--- src/rtl/cel_pkg.sv ---
// ----------------------------------------------------------------------------
// cel_pkg: shared types and constants for the cosine embedding loss block
// Holds the controller/datapath command and status structs and fixed widths.
// ----------------------------------------------------------------------------
package cel_pkg;

    localparam int ElemW    = 16;
    localparam int AccW     = 48;
    localparam int WideW    = 128;
    localparam int ProdW    = 96;
    localparam int QW       = 15;
    localparam int TW       = 30;
    localparam int MulSteps = 48;
    localparam int CntW     = 6;
    localparam int NumShift = 30;

    localparam logic [QW-1:0] OneQ14 = 15'd16384;

    // configuration register indexes
    localparam logic CfgLossMode = 1'b0;
    localparam logic CfgMargin   = 1'b1;

    typedef struct packed {
        logic acc_en;
        logic mul_ld_norm;
        logic mul_ld_mag;
        logic mul_ld_srch;
        logic mul_step;
        logic save_prod;
        logic srch_init;
        logic calc_t;
        logic decide;
        logic finish;
    } cel_cmd_t;

    typedef struct packed {
        logic zero_norm;
        logic mul_last;
        logic srch_done;
        logic out_busy;
    } cel_status_t;

endpackage

--- src/rtl/cosine_embedding_loss.sv ---
// ----------------------------------------------------------------------------
// cosine_embedding_loss: streamed cosine distance / embedding loss
// Sums a*b, a*a, b*b per vector pair and emits one Q2.14 loss per pair.
// ----------------------------------------------------------------------------
//  channel  dir  tdata (low bit up)       tuser          tlast
//  s_       in   elem_a, elem_b           pair_similar   last_elem
//  m_       out  loss                     zero_norm      -
//  cfg_     in   index 0 loss_mode, index 1 margin (write only)
//
//  A non-last element is summed as it is taken. The last element starts the
//  cosine: one shift-add multiplier forms |a|^2*|b|^2 and dot^2, then a
//  14- or 15-step binary search does one product each, while s_tready
//  stays low. A zero norm skips the multiplier and the search.
//  Reset is synchronous, active low; a waiting result holds in the output
//  register and stalls only the next pair's final step.
// ----------------------------------------------------------------------------
module cosine_embedding_loss (
    input  logic        aclk,
    input  logic        aresetn,
    input  logic        s_tvalid,
    output logic        s_tready,
    input  logic [31:0] s_tdata,   // elem_a [15:0], elem_b [31:16]
    input  logic        s_tuser,   // pair_similar
    input  logic        s_tlast,
    output logic        m_tvalid,
    input  logic        m_tready,
    output logic [15:0] m_tdata,   // loss [15:0]
    output logic        m_tuser,   // zero_norm
    input  logic        cfg_we,
    input  logic        cfg_addr,
    input  logic [15:0] cfg_wdata
);
    import cel_pkg::*;

    cel_cmd_t    cmd;
    cel_status_t status;
    logic        mode_reg;
    logic [15:0] margin_reg;

    // configuration registers
    always_ff @(posedge aclk) begin
        if (!aresetn) begin
            mode_reg   <= 1'b1;
            margin_reg <= '0;
        end else if (cfg_we) begin
            unique case (cfg_addr)
                CfgLossMode: mode_reg   <= cfg_wdata[0];
                CfgMargin:   margin_reg <= cfg_wdata;
                default:     mode_reg   <= mode_reg;
            endcase
        end
    end

    cel_ctrl u_ctrl (
        .aclk     (aclk),
        .aresetn  (aresetn),
        .in_valid (s_tvalid),
        .in_last  (s_tlast),
        .in_ready (s_tready),
        .status   (status),
        .cmd      (cmd)
    );

    cel_dp u_dp (
        .aclk         (aclk),
        .aresetn      (aresetn),
        .cmd          (cmd),
        .status       (status),
        .elem_a       (s_tdata[15:0]),
        .elem_b       (s_tdata[31:16]),
        .pair_similar (s_tuser),
        .last_elem    (s_tlast),
        .loss_mode    (mode_reg),
        .margin       (margin_reg),
        .out_ready    (m_tready),
        .out_valid    (m_tvalid),
        .loss         (m_tdata),
        .zero_norm    (m_tuser)
    );

endmodule

--- src/rtl/cel_ctrl.sv ---
// ----------------------------------------------------------------------------
// cel_ctrl: sequencer for the cosine embedding loss block
// Accepts elements, then steps the shared multiplier and the cosine search.
// ----------------------------------------------------------------------------
module cel_ctrl (
    input  logic                 aclk,
    input  logic                 aresetn,
    input  logic                 in_valid,
    input  logic                 in_last,
    output logic                 in_ready,
    input  cel_pkg::cel_status_t status,
    output cel_pkg::cel_cmd_t    cmd
);
    import cel_pkg::*;

    typedef enum logic [8:0] {
        S_ACC   = 9'b000000001,
        S_CHK   = 9'b000000010,
        S_MNORM = 9'b000000100,
        S_PROD  = 9'b000001000,
        S_MMAG  = 9'b000010000,
        S_TCALC = 9'b000100000,
        S_LDS   = 9'b001000000,
        S_MSRCH = 9'b010000000,
        S_DEC   = 9'b100000000
    } state_t;

    // fin_reg marks a result that loads once the output register frees
    state_t state_reg, state_next;
    logic   fin_reg, fin_next;

    // state register
    always_ff @(posedge aclk) begin
        if (!aresetn) begin
            state_reg <= S_ACC;
            fin_reg   <= 1'b0;
        end else begin
            state_reg <= state_next;
            fin_reg   <= fin_next;
        end
    end

    // next state and commands
    always_comb begin
        state_next = state_reg;
        fin_next   = fin_reg;
        cmd        = '0;
        in_ready   = 1'b0;
        if (fin_reg) begin
            // wait for the output register, then load it and clear the sums
            if (!status.out_busy) begin
                cmd.finish = 1'b1;
                fin_next   = 1'b0;
                state_next = S_ACC;
            end
        end else begin
            unique case (state_reg)
                S_ACC: begin
                    in_ready   = 1'b1;
                    cmd.acc_en = in_valid;
                    if (in_valid && in_last) begin
                        state_next = S_CHK;
                    end
                end
                S_CHK: begin
                    if (status.zero_norm) begin
                        fin_next = 1'b1;
                    end else begin
                        cmd.mul_ld_norm = 1'b1;
                        state_next      = S_MNORM;
                    end
                end
                S_MNORM: begin
                    cmd.mul_step = 1'b1;
                    if (status.mul_last) begin
                        state_next = S_PROD;
                    end
                end
                S_PROD: begin
                    cmd.save_prod  = 1'b1;
                    cmd.mul_ld_mag = 1'b1;
                    state_next     = S_MMAG;
                end
                S_MMAG: begin
                    cmd.mul_step = 1'b1;
                    if (status.mul_last) begin
                        cmd.srch_init = 1'b1;
                        state_next    = S_TCALC;
                    end
                end
                S_TCALC: begin
                    if (status.srch_done) begin
                        fin_next = 1'b1;
                    end else begin
                        cmd.calc_t = 1'b1;
                        state_next = S_LDS;
                    end
                end
                S_LDS: begin
                    cmd.mul_ld_srch = 1'b1;
                    state_next      = S_MSRCH;
                end
                S_MSRCH: begin
                    cmd.mul_step = 1'b1;
                    if (status.mul_last) begin
                        state_next = S_DEC;
                    end
                end
                S_DEC: begin
                    cmd.decide = 1'b1;
                    state_next = S_TCALC;
                end
                default: begin
                    state_next = S_ACC;
                end
            endcase
        end
    end

endmodule

--- src/rtl/cel_dp.sv ---
// ----------------------------------------------------------------------------
// cel_dp: datapath of the cosine embedding loss block
// Sums, shared shift-add multiplier, cosine search and result register.
// ----------------------------------------------------------------------------
module cel_dp (
    input  logic                        aclk,
    input  logic                        aresetn,
    input  cel_pkg::cel_cmd_t           cmd,
    output cel_pkg::cel_status_t        status,
    input  logic [cel_pkg::ElemW-1:0]   elem_a,
    input  logic [cel_pkg::ElemW-1:0]   elem_b,
    input  logic                        pair_similar,
    input  logic                        last_elem,
    input  logic                        loss_mode,
    input  logic [cel_pkg::ElemW-1:0]   margin,
    input  logic                        out_ready,
    output logic                        out_valid,
    output logic [cel_pkg::ElemW-1:0]   loss,
    output logic                        zero_norm
);
    import cel_pkg::*;

    logic [AccW-1:0]  dot_reg, na_reg, nb_reg;
    logic             sim_reg;
    logic [WideW-1:0] mx_reg, mp_reg;
    logic [AccW-1:0]  my_reg;
    logic [CntW-1:0]  cnt_reg;
    logic [ProdW-1:0] prod_reg;
    logic [WideW-1:0] num_reg;
    logic [QW-1:0]    lo_reg, hi_reg, q_reg;
    logic [TW-1:0]    t_reg;
    logic             ov_reg;
    logic [ElemW-1:0] loss_reg;
    logic             zn_reg;

    logic signed [31:0] p_ab, p_aa, p_bb;
    logic [AccW-1:0]    mag;
    logic               zn;
    logic [QW:0]        qsum;
    logic [QW-1:0]      q;
    logic [QW:0]        tm;
    logic [2*QW+1:0]    tsq;
    logic [WideW-1:0]   mp_next;
    logic signed [18:0] cosv, lraw, lcl;
    logic [ElemW-1:0]   loss_next;

    // element products
    assign p_ab = $signed(elem_a) * $signed(elem_b);
    assign p_aa = $signed(elem_a) * $signed(elem_a);
    assign p_bb = $signed(elem_b) * $signed(elem_b);

    assign mag = dot_reg[AccW-1] ? (~dot_reg + 1'b1) : dot_reg;
    assign zn  = (na_reg == '0) || (nb_reg == '0);

    // accumulate, clear when the result is loaded into the output register
    always_ff @(posedge aclk) begin
        if (!aresetn) begin
            dot_reg <= '0;
            na_reg  <= '0;
            nb_reg  <= '0;
        end else if (cmd.finish) begin
            dot_reg <= '0;
            na_reg  <= '0;
            nb_reg  <= '0;
        end else if (cmd.acc_en) begin
            dot_reg <= dot_reg + {{(AccW-32){p_ab[31]}}, p_ab};
            na_reg  <= na_reg + {{(AccW-32){1'b0}}, p_aa};
            nb_reg  <= nb_reg + {{(AccW-32){1'b0}}, p_bb};
        end
    end

    // hold the label of the last element
    always_ff @(posedge aclk) begin
        if (cmd.acc_en && last_elem) begin
            sim_reg <= pair_similar;
        end
    end

    // shift-add multiplier, one multiplier bit a cycle
    assign mp_next = my_reg[0] ? (mp_reg + mx_reg) : mp_reg;

    always_ff @(posedge aclk) begin
        priority if (cmd.mul_ld_norm) begin
            mx_reg  <= {{(WideW-AccW){1'b0}}, na_reg};
            my_reg  <= nb_reg;
            mp_reg  <= '0;
            cnt_reg <= '0;
        end else if (cmd.mul_ld_mag) begin
            mx_reg  <= {{(WideW-AccW){1'b0}}, mag};
            my_reg  <= mag;
            mp_reg  <= '0;
            cnt_reg <= '0;
        end else if (cmd.mul_ld_srch) begin
            mx_reg  <= {{(WideW-ProdW){1'b0}}, prod_reg};
            my_reg  <= {{(AccW-TW){1'b0}}, t_reg};
            mp_reg  <= '0;
            cnt_reg <= '0;
        end else if (cmd.mul_step) begin
            mp_reg  <= mp_next;
            mx_reg  <= {mx_reg[WideW-2:0], 1'b0};
            my_reg  <= {1'b0, my_reg[AccW-1:1]};
            cnt_reg <= cnt_reg + 1'b1;
        end
    end

    // the final step's sum of dot^2 goes straight into num_reg; prod_reg takes the finished norm product
    always_ff @(posedge aclk) begin
        if (cmd.save_prod) begin
            prod_reg <= mp_reg[ProdW-1:0];
        end
        if (cmd.srch_init) begin
            num_reg <= {mp_next[WideW-NumShift-1:0], {NumShift{1'b0}}};
        end
    end

    // binary search of the rounded cosine magnitude
    assign qsum = {1'b0, lo_reg} + {1'b0, hi_reg} + 1'b1;
    assign q    = qsum[QW:1];
    assign tm   = {q, 1'b0} - 1'b1;
    assign tsq  = tm * tm;

    always_ff @(posedge aclk) begin
        if (!aresetn) begin
            lo_reg <= '0;
            hi_reg <= '0;
        end else if (cmd.srch_init) begin
            lo_reg <= '0;
            hi_reg <= OneQ14;
        end else if (cmd.decide) begin
            if (mp_reg <= num_reg) begin
                lo_reg <= q_reg;
            end else begin
                hi_reg <= q_reg - 1'b1;
            end
        end
    end

    always_ff @(posedge aclk) begin
        if (cmd.calc_t) begin
            q_reg <= q;
            t_reg <= tsq[TW-1:0];
        end
    end

    // loss from the signed cosine
    always_comb begin
        cosv = dot_reg[AccW-1] ? -$signed({4'b0, lo_reg}) : $signed({4'b0, lo_reg});
        if (!loss_mode || sim_reg) begin
            lraw = $signed({4'b0, OneQ14}) - cosv;
            lcl  = lraw;
        end else begin
            lraw = cosv - 19'(signed'(margin));
            lcl  = lraw[18] ? 19'sd0 : lraw;
        end
        if (lcl > 19'sd32767) begin
            loss_next = 16'h7fff;
        end else begin
            loss_next = lcl[ElemW-1:0];
        end
    end

    // result register
    always_ff @(posedge aclk) begin
        if (!aresetn) begin
            ov_reg <= 1'b0;
        end else if (cmd.finish) begin
            ov_reg <= 1'b1;
        end else if (out_ready) begin
            ov_reg <= 1'b0;
        end
    end

    always_ff @(posedge aclk) begin
        if (cmd.finish) begin
            loss_reg <= zn ? '0 : loss_next;
            zn_reg   <= zn;
        end
    end

    assign status.zero_norm = zn;
    assign status.mul_last  = (cnt_reg == CntW'(MulSteps-1));
    assign status.srch_done = (lo_reg == hi_reg);
    assign status.out_busy  = ov_reg && !out_ready;

    assign out_valid = ov_reg;
    assign loss      = loss_reg;
    assign zero_norm = zn_reg;

`ifndef SYNTHESIS
    a_clear: assert property (@(posedge aclk) disable iff (!aresetn)
        cmd.finish |=> (dot_reg == '0) && (na_reg == '0) && (nb_reg == '0))
        else $error("sums not cleared after a result");
    a_bounds: assert property (@(posedge aclk) disable iff (!aresetn)
        (lo_reg <= hi_reg) && (hi_reg <= OneQ14))
        else $error("search bounds crossed");
    a_zero: assert property (@(posedge aclk) disable iff (!aresetn)
        (ov_reg && zn_reg) |-> (loss_reg == '0))
        else $error("zero-norm result with nonzero loss");
`endif

endmodule
--- config.mk ---
export PLATFORM = sky130hd
export DESIGN_NAME = cosine_embedding_loss
export DESIGN_NICKNAME = d
export VERILOG_FILES = /design/src/rtl/cel_pkg.sv /design/src/rtl/cosine_embedding_loss.sv /design/src/rtl/cel_ctrl.sv /design/src/rtl/cel_dp.sv
export SDC_FILE = /design/constraint.sdc
export NUM_CORES = 2
export LEC_CHECK = 0
export BUFFER_PORTS_ARGS = -buffer_cell sky130_fd_sc_hd__buf_2
export CAP_MARGIN = 15
export CORE_UTILIZATION = 65
export CTS_CLUSTER_SIZE = 8
export DETAILED_ROUTE_END_ITERATION = 8
export PLACE_DENSITY = 0.89
export SETUP_SLACK_MARGIN = 0.05
export SYNTH_ARGS = -nofsm -noshare
export SYNTH_HDL_FRONTEND = slang
export SYNTH_SLANG_ARGS = --single-unit
--- constraint.sdc ---
create_clock -name aclk -period 13.5 [get_ports aclk]
set_input_delay 0.675 -clock aclk [delete_from_list [all_inputs] [get_ports aclk]]
set_output_delay 0.675 -clock aclk [all_outputs]
set_load 0.05 [all_outputs]
# Word-level counts from Yosys, hierarchy flattened
# Index checks and enable logic that the tools add are counted.
# totals
register_bits	769
in_bits	56
# op_classes
addsub	13
n_mul	4
magnitude_cmp	2
eq_ne	19
mux	49
bitwise_logic	4
n_reduce_logical	26
# op_table
operator	count
2-to-1 mux 48 bit	7
2-to-1 mux 96 bit	2
adder 128 bit	1
<= comparator 128 bit	1
2-to-1 mux 98 bit	1
adder 48 x 32 -> 48 bit	2
zero test 48 bit	2
multiplier 16 x 16 -> 32 bit	3
2-to-1 mux 9 bit	9
one-hot mux 9 bit (9 select lines)	1
2-to-1 mux 15 bit	4
adder 48 x 1 -> 48 bit (second input constant)	1
adder 48 bit	1
inverter 48 bit	1
2-to-1 mux 19 bit	2
multiplier 16 x 16 -> 30 bit	1
2-to-1 mux 1 bit	21
greater-than comparator 19 x 16 -> 1 bit (second input constant)	1
negation 15 -> 19 bit	1
subtractor 16 x 19 -> 19 bit (first input constant)	1
subtractor 19 x 16 -> 19 bit	1
2-to-1 mux 18 bit	1
adder 15 x 15 -> 16 bit	1
adder 16 x 1 -> 16 bit (second input constant)	1
other kinds (29)	50

# Depth between registers and ports, before layout
# logic_depth
word_depth	9
ltp_mapped	41
mapped_depth_nobuf	39

# Cells and area by module
# From an unflattened synthesis, not the netlist that was laid out.
# unflattened
hier_cells	9251
hier_area_um2	83099.7
# modules_own_cells
module	instances	cells_each	area_each_um2	seq_area_each_um2
cel_dp	1	9079	81628.3	18297.5
cel_ctrl	1	93	757.0	200.2
cosine_embedding_loss	1	79	714.4	340.3

# Worst setup path after synthesis
# Ideal clock, no wire load.
# synth_timing
path_kind	input to register
start	in s_tdata[15]
end	reg u_dp.dot_reg[47]
setup_time_ps	72
t_arrival_ps	9517
required_time_ps	13428
path_slack_ps	3911
cell_stages	32
path_buffers	2
path_cell_list	clkbuf_1 > inv_1 > clkbuf_1 > nor2_1 > fa_1 > fa_1 > inv_1 > fa_1 > inv_1 > fa_1 > inv_1 > fa_1 > fa_1 > inv_1 > ha_1 > nand3_1 > nor2_1 > nand2_1 > nor4_1 > a211oi_1 > o31ai_1 > a21oi_1 > xnor2_1 > ha_1 > nand3_1 > nor3_1 > o21ai_0 > o311ai_0 > a211oi_1 > o31ai_1 > mux2i_1 > mux2i_1
# synth_between
elab_chain_len	2
# synth_rtl
item	line	text
start, declared	cosine_embedding_loss.sv:22	input logic [31:0] s_tdata,
multiplier 16 x 16 -> 32 bit	cel_dp.sv:48	assign p_ab = $signed(elem_a) * $signed(elem_b);
adder 48 bit	cel_dp.sv:66	dot_reg <= dot_reg + {{(AccW-32){p_ab[31]}}, p_ab};
end signal, assigned	cel_dp.sv:66	
end, declared	cel_dp.sv:23	logic [AccW-1:0] dot_reg, na_reg, nb_reg;
# Every way passes these cells.
# A chain may end at the register's enable or synchronous reset.

# Worst setup path after layout
# layout_timing
start	reg u_dp.lo_reg[0]
end	reg u_dp.t_reg[28], data pin
# layout_between
elab_chain_len	4
# layout_rtl
item	line	text
start, declared	cel_dp.sv:30	logic [QW-1:0] lo_reg, hi_reg, q_reg;
start signal, assigned	cel_dp.sv:131	lo_reg <= q_reg;
adder 15 x 15 -> 16 bit	cel_dp.sv:117	assign qsum = {1'b0, lo_reg} + {1'b0, hi_reg} + 1'b1;
adder 16 x 1 -> 16 bit	cel_dp.sv:117	
via u_dp.qsum[1]	cel_dp.sv:39	logic [QW:0] qsum;
subtractor 16 x 1 -> 16 bit	cel_dp.sv:119	assign tm = {q, 1'b0} - 1'b1;
multiplier 16 x 16 -> 30 bit	cel_dp.sv:120	assign tsq = tm * tm;
via u_dp.tsq[28]	cel_dp.sv:42	logic [2*QW+1:0] tsq;
end signal, assigned	cel_dp.sv:141	t_reg <= tsq[TW-1:0];
end, declared	cel_dp.sv:31	logic [TW-1:0] t_reg;
# The timed path passes the listed nets, and every way through them passes these cells.

==> results.sh <==
export IMPL_yosys_warnings=0
export IMPL_numCtsBuffers=106
export IMPL_synth_cell_type_count=86
export IMPL_drtPass1Iterations=7
export IMPL_status="finished, final reports clean"
export IMPL_worstSetupStartpointType="register"
export IMPL_finalHoldViolCount=0
export IMPL_viasPerCell=6.28
export IMPL_drive_gt1_share_pct=4.51
export IMPL_fin_crit_ns=10.77
export IMPL_hp_class="in2reg"
export IMPL_cpPeakStageDelay_ns=0.82
export IMPL_final_cell_mix="1,265 x inv_1, 1,195 x nand2_1, 908 x fa_1"
export IMPL_routed_via_count=68403
export IMPL_final_common_cell="inv_1"
export IMPL_hold_path_end="u_dp.sim_reg"
export IMPL_max_cap_viol_count=0
export IMPL_hold_depth=1
export IMPL_clock_sinks=766
export IMPL_synth_edf_count=350
export IMPL_grt_pass1_vias=68936
export IMPL_syn_area_mm2=0.0827
export IMPL_timing_rr_end="u_dp.t_reg[28]"
export IMPL_holdCritStartpoint="s_tuser"
export IMPL_port_buffers=74
export IMPL_required_ns=13.92
export IMPL_fin_setup_tns_ns=0
export IMPL_syn_nets=10986
export IMPL_grt_pass1_wl_um=363000
export IMPL_post_cts_resized=0
export IMPL_synth_top_area_cell="fa_1"
export IMPL_crit_type="reg2reg"
export IMPL_post_cts_buffers=0
export IMPL_h_tree_depth=3
export IMPL_die_area_mm2=0.129
export IMPL_grt_overflow_total=0
export IMPL_reg2reg_depth=33
export IMPL_core_mm2=0.126
export IMPL_fin_cells=10900
export IMPL_grt_usage_pct=35.5
export IMPL_multiInputGateArea_mm2=0.0577
export IMPL_synthCells=9312
export IMPL_period_share_pct=79.8
export IMPL_drt_iter0_markers=7316
export IMPL_root_buffer="clkbuf_16"
export IMPL_setup_viol=0
export IMPL_cts_reportedPaths_clkPinSlew_ns=0.06
export IMPL_ff2ff_setup_slack_ns=2.73
export IMPL_timing_fmax_ghz=0.0928
export IMPL_die_h_um=359
export IMPL_slew_violations=0
export IMPL_tightestPinTransition_ns=1.15
export IMPL_synth_top_cell_area_share_pct=22.0
export IMPL_grt_setup_unrepaired="no"
export IMPL_antenna_found_initial=4
export IMPL_cp_startpoint="u_dp.lo_reg[0]"
export IMPL_wl_per_cell_um=21.0
export IMPL_ys_top_cells_by_area="fa_1 22%, edfxtp_1 13%, ha_1 11%"
export IMPL_ys_seq_area_share_pct=22.8
export IMPL_nets=10835
export IMPL_postCtsHoldBufs=0
export IMPL_ant_nets=0
export IMPL_crit_fanout=11
export IMPL_synthArstFlopShare_pct=0
export IMPL_grt_max_degree=98
export IMPL_clk_latency_ns=0.72
export IMPL_clock_skew_ns=0.0536
export IMPL_r2r_start="u_dp.lo_reg[0]"
export IMPL_end_kind="register"
export IMPL_dp_slack_ns=2.20
export IMPL_syn2layout_area_growth_pct=5.61
export IMPL_ios=75
export IMPL_gp_congestion=1.01
export IMPL_worstPathArrival_ns=11.19
export IMPL_drcViolationCount=0
export IMPL_seq_area_mm2=0.0188
export IMPL_cts_tree="done"
export IMPL_cp_slowest_cell="fa_1"
export IMPL_cts_buffer_depth=3
export IMPL_synth_seq_cells=766
export IMPL_synth_avg_cell_area_um2=8.88
export IMPL_slew_headroom_pct=23.2
export IMPL_hpwl_um=175000
export IMPL_routed_wl_um=229000
export IMPL_die_w_um=359
export IMPL_initial_utilization_pct=65.7
export IMPL_fp_row_count=130
export IMPL_fill_cells=9266
export IMPL_layout_setup_ws_ns=2.73
export IMPL_post_place_cells=10702
export IMPL_synth_flop_cell="dfxtp_1"
[through the flow]
step	util, %	cell area (µm²)	hold slack (ns)
after floorplan	-	82700	0.418
after global placement	66.9	84200	0.444
after detailed placement	66.9	84200	0.446
after CTS	69.4	87300	0.137
after global routing	69.4	87400	0.144
final	69.4	87400	0.164
[how the worst max path moves through the flow]
stage | to | slack [ns] | cells after the start
after floorplan | u_dp.dot_reg[47] | 3.91 | 32
after global placement | u_dp.dot_reg[47] | 2.39 | 32
after detailed placement | u_dp.dot_reg[47] | 2.20 | 32
after CTS | u_dp.dot_reg[47] | 2.90 | 32
after global routing | u_dp.dot_reg[47] | 2.01 | 32
final | u_dp.t_reg[28] | 2.73 | 33
[area by class of cell]
| cell class | count | area share, % |
|---|---|---|
| clock buffers | 187 | 3.38 |
| well taps | 1650 | 2.36 |
| flip-flops and latches | 766 | 21.6 |
| multi-input cells | 6878 | 66.1 |
| repair buffers | 126 | 0.877 |
| inverters | 1283 | 5.52 |
| diodes | 2 | 0.00573 |
| clock inverters | 8 | 0.223 |
[Yosys cell counts, types with 217 or more instances]
library cell / count
inv_1: 1266
nand2_1: 1201
fa_1: 908
a21oi_1: 724
ha_1: 710
nor2_1: 513
dfxtp_1: 416
clkbuf_1: 357
edfxtp_1: 350
xnor2_1: 339
o21ai_0: 295
a21o_1: 272
and2_1: 217
[logic make-up after synthesis]
family | Yosys count | share of synthesized area [%]
DFF | 766 | 22.8
buffers and inverters | 1668 | 7.57
xor gates and xnor gates | 486 | 5.15
muxes | 186 | 2.39
adders and majority gates | 1618 | 32.7
and+or+nand+nor | 2692 | 15.0
AOI/OAI and AO/OA | 1896 | 14.4
[critical path, delay by kind of cell, from the launching register on]
kind | cells | cell delay [ns]
adder cells (fa/ha/maj) | 10 | 4.75
AO/OA/AOI/OAI | 9 | 2.27
flip-flops | 1 | 0.38
buffers and inverters | 9 | 1.68
XOR/XNOR | 2 | 0.90
AND/OR/NAND/NOR | 3 | 0.52
[per-layer routing]
layer  global-route usage, %  wire length (µm)
met1                    45.7             86400
met5                  0.0741                40
met4                    17.8             12600
met2                    57.6            107000
met3                    6.42             22400
Power is left out: the tool's default activity adds up to more than one toggle a clock period on the data nets, which glitch-free logic cannot reach.
